===== src/rtl/core/otbc_pkg.sv =====
// Types, byte codes and sizes for the OCR text byte cleaner.
`default_nettype none
package otbc_pkg;

  // One text request: a byte or the end of the text.
  typedef struct packed {
    logic [7:0] data_byte;
    logic       end_mark;
  } otbc_req_t;

  // One cleaned result.
  typedef struct packed {
    logic [7:0] out_byte;
    logic       has_byte;
    logic       is_last;
  } otbc_res_t;

  localparam int MAX_RESULTS   = 4;
  localparam int QUEUE_DEPTH   = 8;
  localparam int NRES_W        = $clog2(MAX_RESULTS + 1);

  // Results produced by one request, plus the newline hold-back state.
  typedef struct packed {
    logic                          held_nl;
    logic                          prev_nl;
    logic [NRES_W-1:0]             nres;
    otbc_res_t [MAX_RESULTS-1:0]   res;
  } otbc_acc_t;

  localparam logic [7:0] NL_BYTE    = 8'h0A;
  localparam logic [7:0] SPACE_BYTE = 8'h20;
  localparam logic [7:0] TAB_BYTE   = 8'h09;
  localparam logic [7:0] CR_BYTE    = 8'h0D;
  localparam logic [7:0] LIG_LEAD   = 8'hEF;
  localparam logic [7:0] LIG_MID    = 8'hAC;
  localparam logic [7:0] LIG_FI     = 8'h81;
  localparam logic [7:0] LIG_FL     = 8'h82;
  localparam logic [7:0] CHAR_F     = 8'h66;
  localparam logic [7:0] CHAR_I     = 8'h69;
  localparam logic [7:0] CHAR_L     = 8'h6C;

endpackage
`default_nettype wire


===== src/rtl/core/ocr_text_byte_cleaner.sv =====
// Top level of the OCR text byte cleaner: pattern window, newline hold and result queue.
`default_nettype none
// The first result of a request shows on clean_* in the cycle after acceptance when the
//   queue is empty; results queued ahead of it, and stalls on clean_stall, hold it back.
// Throughput: one request per cycle while text_stall is low; a request makes zero to four
//   results, drained one per cycle while clean_stall is low from a QUEUE_DEPTH-entry result
//   queue, and text_stall rises while the queue cannot take four more results.
// Reset (rst, synchronous, active high) empties the queue and restarts leading-space skip;
//   pending window bytes are not cleared, only their count.
module ocr_text_byte_cleaner #(
  parameter int QUEUE_DEPTH = otbc_pkg::QUEUE_DEPTH
) (
  input  wire                 clk,
  input  wire                 rst,
  input  wire                 text_valid,
  output logic                text_stall,
  input  otbc_pkg::otbc_req_t text_data,
  output logic                clean_valid,
  input  wire                 clean_stall,
  output otbc_pkg::otbc_res_t clean_data
);
  import otbc_pkg::*;

  localparam int CNT_W = $clog2(QUEUE_DEPTH + 1);

  // Cleaning state.
  logic       lead_space, lead_space_next;
  logic [7:0] pend0, pend0_next;
  logic [7:0] pend1, pend1_next;
  logic [1:0] pend_cnt, pend_cnt_next;
  logic       held_nl, held_nl_next;
  logic       prev_nl, prev_nl_next;

  // Result queue: entry 0 is the head shown on clean_data.
  otbc_res_t  queue [QUEUE_DEPTH];
  otbc_res_t  queue_next [QUEUE_DEPTH];
  logic [CNT_W-1:0] count, count_next;

  logic       take;   // request accepted this cycle
  logic       pop;    // head result taken this cycle
  otbc_acc_t  acc;    // results of the accepted request

  // Append one result to the per-request list.
  function automatic otbc_acc_t put_res(otbc_acc_t a, logic [7:0] b, logic has, logic last);
    otbc_acc_t r;
    r = a;
    if (r.nres < NRES_W'(MAX_RESULTS)) begin
      r.res[r.nres[1:0]] = '{out_byte: b, has_byte: has, is_last: last};
      r.nres = r.nres + NRES_W'(1);
    end
    return r;
  endfunction

  // Newline hold-back stage: a newline waits for the next byte or the end.
  function automatic otbc_acc_t send_byte(otbc_acc_t a, logic [7:0] b);
    otbc_acc_t r;
    r = a;
    if (r.held_nl) begin
      r = put_res(r, NL_BYTE, 1'b1, 1'b0);
      r.prev_nl = 1'b1;
      r.held_nl = 1'b0;
    end
    if (b == NL_BYTE) begin
      r.held_nl = 1'b1;
    end else begin
      r = put_res(r, b, 1'b1, 1'b0);
      r.prev_nl = 1'b0;
    end
    return r;
  endfunction

  assign text_stall  = (count > CNT_W'(QUEUE_DEPTH - MAX_RESULTS));
  assign take        = text_valid && !text_stall;
  assign clean_valid = (count != '0);
  assign clean_data  = queue[0];
  assign pop         = clean_valid && !clean_stall;

  // One pass over the request: leading-space skip, three-byte window, hold-back.
  always_comb begin
    logic [7:0] b;
    b               = text_data.data_byte;
    acc             = '0;
    acc.held_nl     = held_nl;
    acc.prev_nl     = prev_nl;
    lead_space_next = lead_space;
    pend0_next      = pend0;
    pend1_next      = pend1;
    pend_cnt_next   = pend_cnt;
    if (take) begin
      if (text_data.end_mark) begin
        // Flush pending bytes, then a held newline unless it would double one.
        if (pend_cnt != 2'd0) acc = send_byte(acc, pend0);
        if (pend_cnt == 2'd2) acc = send_byte(acc, pend1);
        if (acc.held_nl && !acc.prev_nl) acc = put_res(acc, NL_BYTE, 1'b1, 1'b0);
        if (acc.nres == '0) begin
          acc = put_res(acc, 8'h00, 1'b0, 1'b1);   // empty text: end marker alone
        end else begin
          acc.res[2'(acc.nres - NRES_W'(1))].is_last = 1'b1;
        end
        acc.held_nl     = 1'b0;
        acc.prev_nl     = 1'b0;
        lead_space_next = 1'b1;
        pend_cnt_next   = 2'd0;
      end else if (!(lead_space && (b inside {[TAB_BYTE:CR_BYTE], SPACE_BYTE}))) begin
        lead_space_next = 1'b0;
        if (pend_cnt != 2'd2) begin
          if (pend_cnt[0]) pend1_next = b;
          else             pend0_next = b;
          pend_cnt_next = pend_cnt + 2'd1;
        end else if (pend0 == LIG_LEAD && pend1 == LIG_MID && b == LIG_FI) begin
          acc = send_byte(acc, CHAR_F);
          acc = send_byte(acc, CHAR_I);
          pend_cnt_next = 2'd0;
        end else if (pend0 == LIG_LEAD && pend1 == LIG_MID && b == LIG_FL) begin
          acc = send_byte(acc, CHAR_F);
          acc = send_byte(acc, CHAR_L);
          pend_cnt_next = 2'd0;
        end else if (pend0 == NL_BYTE && pend1 == SPACE_BYTE && b == NL_BYTE) begin
          pend_cnt_next = 2'd0;                    // newline, space, newline dropped
        end else begin
          acc = send_byte(acc, pend0);
          pend0_next = pend1;
          pend1_next = b;
        end
      end
    end
    held_nl_next = acc.held_nl;
    prev_nl_next = acc.prev_nl;
  end

  // Queue update: shift out the head on pop, append new results behind the rest.
  always_comb begin
    logic [CNT_W-1:0] base;
    logic [CNT_W-1:0] idx;
    logic [CNT_W-1:0] off;
    base = count - CNT_W'(pop);
    for (int i = 0; i < QUEUE_DEPTH; i++) begin
      idx = CNT_W'(i);
      off = idx - base;
      if (pop && (i + 1 < QUEUE_DEPTH)) queue_next[i] = queue[(i + 1) % QUEUE_DEPTH];
      else                              queue_next[i] = queue[i];
      if (idx >= base && off < CNT_W'(acc.nres)) queue_next[i] = acc.res[off[1:0]];
    end
    count_next = base + CNT_W'(acc.nres);
  end

  always_ff @(posedge clk) begin
    if (rst) begin
      lead_space <= 1'b1;
      pend_cnt   <= 2'd0;
      held_nl    <= 1'b0;
      prev_nl    <= 1'b0;
      count      <= '0;
    end else begin
      lead_space <= lead_space_next;
      pend_cnt   <= pend_cnt_next;
      held_nl    <= held_nl_next;
      prev_nl    <= prev_nl_next;
      count      <= count_next;
    end
  end

  // Payload registers, no reset.
  always_ff @(posedge clk) begin
    pend0 <= pend0_next;
    pend1 <= pend1_next;
    for (int i = 0; i < QUEUE_DEPTH; i++) begin
      queue[i] <= queue_next[i];
    end
  end

endmodule
`default_nettype wire


===== config.mk =====
export PLATFORM = sky130hd
export DESIGN_NAME = ocr_text_byte_cleaner
export DESIGN_NICKNAME = d
export VERILOG_FILES = /design/src/rtl/core/otbc_pkg.sv /design/src/rtl/core/ocr_text_byte_cleaner.sv
export SDC_FILE = /design/constraint.sdc
export NUM_CORES = 1
export LEC_CHECK = 0
export BUFFER_PORTS_ARGS = -buffer_cell sky130_fd_sc_hd__buf_2
export CORE_UTILIZATION = 50
export DETAILED_ROUTE_END_ITERATION = 6
export GPL_TIMING_DRIVEN = 0
export HOLD_SLACK_MARGIN = 0.02
export PLACE_DENSITY = 0.63
export SLEW_MARGIN = 20
export SYNTH_ARGS = -nofsm -noshare
export SYNTH_HDL_FRONTEND = slang
export SYNTH_SLANG_ARGS = --single-unit

===== constraint.sdc =====
create_clock -name clk -period 7.57 [get_ports clk]
set_clock_uncertainty 0.1 [all_clocks]
set_input_delay 1.1355 -clock clk [delete_from_list [all_inputs] [get_ports clk]]
set_output_delay 1.1355 -clock clk [all_outputs]
set_load 0.01 [all_outputs]

==> flow_summary_export.csv <==
group,metric,value,unit
worst_setup_path,critical_path.max_stage_delay,830,ps
timing,timing.final.crit_period,7260,ps
synth,syn-num-nets,1067,
synth,yosysTopAreaCell,"sky130_fd_sc_hd__edfxtp_1",
worst_setup_path,critical_path.max_fanout,12,
synth,ys.warnings.count,0,
pwr,ir_drop,0.476,mV
drt,ant_nets,0,
finish,area_growth_syn_to_layout,8.73,%
worst_setup_path,worst_setup_path_end_kind,"register",
global_routing,grt_max_degree,19,
timing,final-setup-viol-count,0,
drt,drt-total-wl,35300,µm
drt,post-route-drc-count,4,
floorplan,die_height,135,µm
cts,clk_pin_slew_worst_setup_hold_paths,80,ps
placed_design,post_dp_cell_area,0.00934,mm²
cts,cts.repair_timing.setup_buffer_count,0,
global_routing,grt_pass1_wl,51600,µm
timing,slew_limit_fails,0,
global_routing,number_of_antenna_violations_at_the_first_check_in_global_routing,0,
synth,mappedNetlistArea,0.00889,mm²
pwr,p_leak,3.43,nW
status,failing_checks,"design-rule violations",
cts,clk-insertion-delay-late,360,ps
timing,worst-slew-pin-transition,1170,ps
global_routing,globalRoute.totalOverflow,0,
drt,routedWlPerCell,27.7,µm
global_routing,groute.usage.overall,0.389,
timing,max_slew_headroom,0.223,
cts,tritoncts,"yes",
floorplan,design.die.area,0.0183,mm²
pwr,p_comb_frac,0.668,
finish,postLayoutCellArea,0.00966,mm²
timing,fin_setup_tns,0,ps
pwr,intPower,2.56,mW
drt,first_pass_iters,7,
synth,synth-seq-cells,105,
floorplan,placement_rows,48,
cts,clkSinkCount,105,
worst_hold_path,min_path_type,"reg2reg",
synth,share_of_synthesized_flip_flops_with_an_asynchronous_set_or_reset,0,
worst_setup_path,setup.worst_path.start_class,"register",
placed_design,dp.cells,1260,
cts,clk_path_buf_depth,2,
placed_design,finalWeightedCongestion,1.02,
worst_setup_path,timing.critical_path.arrival,7390,ps
floorplan,ioPinCount,25,
finish,drive_gt1_frac,0.136,
pwr,netSwitchingPower,2.85,mW
synth,synth.distinct_cells,98,
timing,rsz_0062_raised_after_global_routing,"false",
floorplan,fp.dieW,135,µm
pwr,power_per_cell_area,559,mW/mm²
flow_run,max_cap_viol_count,0,
worst_setup_path,worstPathCellList,"nor4bb_2 -> nand2_1 -> clkbuf_1 -> inv_1 -> ha_1 -> clkbuf_1 -> a32o_1 -> ha_1 -> mux2i_2 -> ha_1 -> nand3_1 -> a21o_2 -> xnor2_1 -> a22oi_1 -> nor2_1 -> ha_1 -> inv_1 -> a21o_1 -> nor2b_1 -> or4_1 -> nor2_1 -> a222oi_1 -> nand2_1",
placed_design,buffers_added_on_ports,23,
finish,antenna_cells,0,
pwr,power_frac_seq,0.240,
worst_setup_path,crit_path_top_delay_cell,"sky130_fd_sc_hd__or4_1",
pwr,post-layout-total-power,5.40,mW
synth,synth_flop_cell,"sky130_fd_sc_hd__edfxtp_1",
pwr,clockPowerShare,0.091,
worst_setup_path,most_common_cell_on_crit_path,"sky130_fd_sc_hd__ha_1",
pwr,netSwitchingFraction,0.527,
cts,h-tree-depth,3,
floorplan,core_area,0.0174,mm²
synth,yosys.area.top_type_share,0.324,
worst_setup_path,required,7700,ps
worst_setup_path,timing.setup.critical_path_class,"reg2reg",
synth,ys_top_cells_by_area,"sky130_fd_sc_hd__edfxtp_1, sky130_fd_sc_hd__ha_1, sky130_fd_sc_hd__nand2_1",
placed_design,dp_hpwl,27700,µm
drt,routed_via_density,7.11,
finish,finalNonFillerCells,1273,
cts,cts_root_buffer,"sky130_fd_sc_hd__clkbuf_16",
drt,num_vias,9057,
finish,design.final.nets,1102,
timing,achievable-frequency,0.138,GHz
timing,timing.final.crit_share,0.959,
status,outcome,"complete, but fails checks",
synth,postSynthCellCount,1008,
global_routing,grt_pass1_vias,8324,
synth,synth_area_per_cell,8.82,µm²
synth,seq_area_frac_synth,0.345,
floorplan,initial_core_util,0.512,
cts,numCtsBuffers,9,
synth,synth_enable_flop_cells,96,
drt,drt_first_iter_violations,1117,
finish,final.fill_count,1641,
timing,final-hold-violation-count,0,
==> synthesized netlist by cell type (all sizes together) (6+ instances only) <==
cell      n
a211oi   39
a21o      9
a21oi    49
a221oi   12
a22oi     6
a311oi    7
a31oi    19
a32oi    10
and3     14
buf      34
clkbuf   45
dfxtp     9
edfxtp   96
ha       45
inv      35
mux2      9
nand2   136
nand2b    6
nand3    43
nand3b    7
nand4    17
nor2     79
nor2b     9
nor3     37
nor4     22
o211ai   14
o21ai    41
o221ai   10
o22ai     7
o31ai    22
or4       8
xnor2    13
==> kinds of logic (layout without fill, tap and decap cells) <==
| kind of cell | count (synthesis) | count (layout) | synth area share |
|---|---|---|---|
| muxes | 16 | 16 | 0.0221 |
| buffers and inverters | 117 | 157 | 0.0612 |
| adders and majority gates | 46 | 46 | 0.0656 |
| and+or+nand+nor | 412 | 412 | 0.236 |
| AOI/OAI and AO/OA | 297 | 297 | 0.254 |
| xor gates and xnor gates | 15 | 15 | 0.0163 |
| DFF | 105 | 105 | 0.345 |
==> flip-flops by register name, indices dropped and copies added, names as in the netlist <==
| signal | flops |
|---|---|
| count | 4 |
| held_nl | 1 |
| pend0 | 8 |
| lead_space | 1 |
| pend1 | 8 |
| pend_cnt | 2 |
| queue | 80 |
| prev_nl | 1 |
==> worst max-delay path: cells and delay by family (launching register included) <==
kind | cells | cell delay [ps]
AO/OA/AOI/OAI | 5 | 1250
flip-flops | 1 | 590
multiplexers | 1 | 310
AND/OR/NAND/NOR | 8 | 2560
adder cells (fa/ha/maj) | 4 | 1140
buffers and inverters | 4 | 820
XOR/XNOR | 1 | 310
==> per-layer routing <==
| metal | up-vias | global-route usage | share of wire |
|---|---|---|---|
| met1 | 4324 | 0.487 | 0.39 |
| met3 | 142 | 0.0527 | 0.089 |
| met5 | - | 0 | 0 |
| li1 | 3970 | - | - |
| met2 | 621 | 0.630 | 0.45 |
| met4 | 0 | 0.253 | 0.071 |
==> final timing paths <==
| path | startpoint | to | slack (ps) | depth (start not counted) |
|---|---|---|---|---|
| setup / recovery | pend0[4]$_DFFE_PP_ | queue[0][1]$_DFFE_PP_ | 310 | 23 |
| hold / removal | lead_space$_SDFFE_PP1P_ | lead_space$_SDFFE_PP1P_ | 380 | 1 |
| setup reg to reg | pend0[4]$_DFFE_PP_ | queue[0][1]$_DFFE_PP_ | 310 | 23 |
| hold reg to reg | lead_space$_SDFFE_PP1P_ | lead_space$_SDFFE_PP1P_ | 380 | 1 |
==> power groups by stage <==
stage | Sequential [mW] | Combinational [mW] | Clock (mW)
finish | 1.30 | 3.61 | 0.494
global route | 1.32 | 3.88 | 0.508
CTS | 1.29 | 3.52 | 0.491
detailed placement | 1.30 | 3.49 | 0
global placement | 1.30 | 3.42 | 0
floorplan | 1.27 | 2.36 | 0
==> layout by cell type (no fill, tap or decap), types with 9 or more instances in the layout <==
cell and instances:
sky130_fd_sc_hd__inv_1 35, sky130_fd_sc_hd__nor3_1 29, sky130_fd_sc_hd__mux2_2 9, sky130_fd_sc_hd__a32oi_1 10, sky130_fd_sc_hd__nand4_1 17, sky130_fd_sc_hd__a21oi_1 47, sky130_fd_sc_hd__a221oi_1 10, sky130_fd_sc_hd__nand2_1 134
sky130_fd_sc_hd__xnor2_1 13, sky130_fd_sc_hd__clkbuf_16 9, sky130_fd_sc_hd__o21ai_0 34, sky130_fd_sc_hd__a31oi_1 17, sky130_fd_sc_hd__o221ai_1 10, sky130_fd_sc_hd__ha_1 45, sky130_fd_sc_hd__nor4_1 16, sky130_fd_sc_hd__a211oi_1 32
sky130_fd_sc_hd__buf_4 13, sky130_fd_sc_hd__buf_2 37, sky130_fd_sc_hd__edfxtp_1 96, sky130_fd_sc_hd__and3_1 14, sky130_fd_sc_hd__o211ai_1 14, sky130_fd_sc_hd__nor2_1 78, sky130_fd_sc_hd__nand3_1 43, sky130_fd_sc_hd__o31ai_1 20
sky130_fd_sc_hd__nor2b_1 9, sky130_fd_sc_hd__clkbuf_1 41, sky130_fd_sc_hd__dfxtp_1 9
==> repair_timing <==
item | in CTS | in global routing
cloned | 0 | 0
endpoints found under the hold margin | 0 | 0
gates resized for setup | 4 | 6
endpoints found under the setup margin | 40 | 46
hold buffers | 0 | 0
==> cell type report <==
| type | count | area, µm² | area share |
|---|---|---|---|
| Buffer | 76 | 392 | 0.0405 |
| Clock buffer | 9 | 225 | 0.0233 |
| Clock inverter | 7 | 77.6 | 0.00803 |
| Inverter | 38 | 143 | 0.0148 |
| Multi-Input combinational cell | 786 | 5340 | 0.552 |
| Sequential cell | 105 | 3060 | 0.317 |
| Tap cell | 225 | 282 | 0.0291 |
| Timing Repair Buffer | 27 | 144 | 0.0149 |
==> per-stage QoR <==
stage / hold slack [ps] / utilization / setup WS [ps]
2_1_floorplan: 328 / - / 1710
3_3_place_gp: 354 / 0.535 / -722
3_5_place_dp: 347 / 0.538 / -187
4_1_cts: 377 / 0.556 / 23.2
5_1_grt: 389 / 0.557 / 27.7
6_report: 383 / 0.557 / 309
Note: power is estimated with default switching activity, not from simulation.
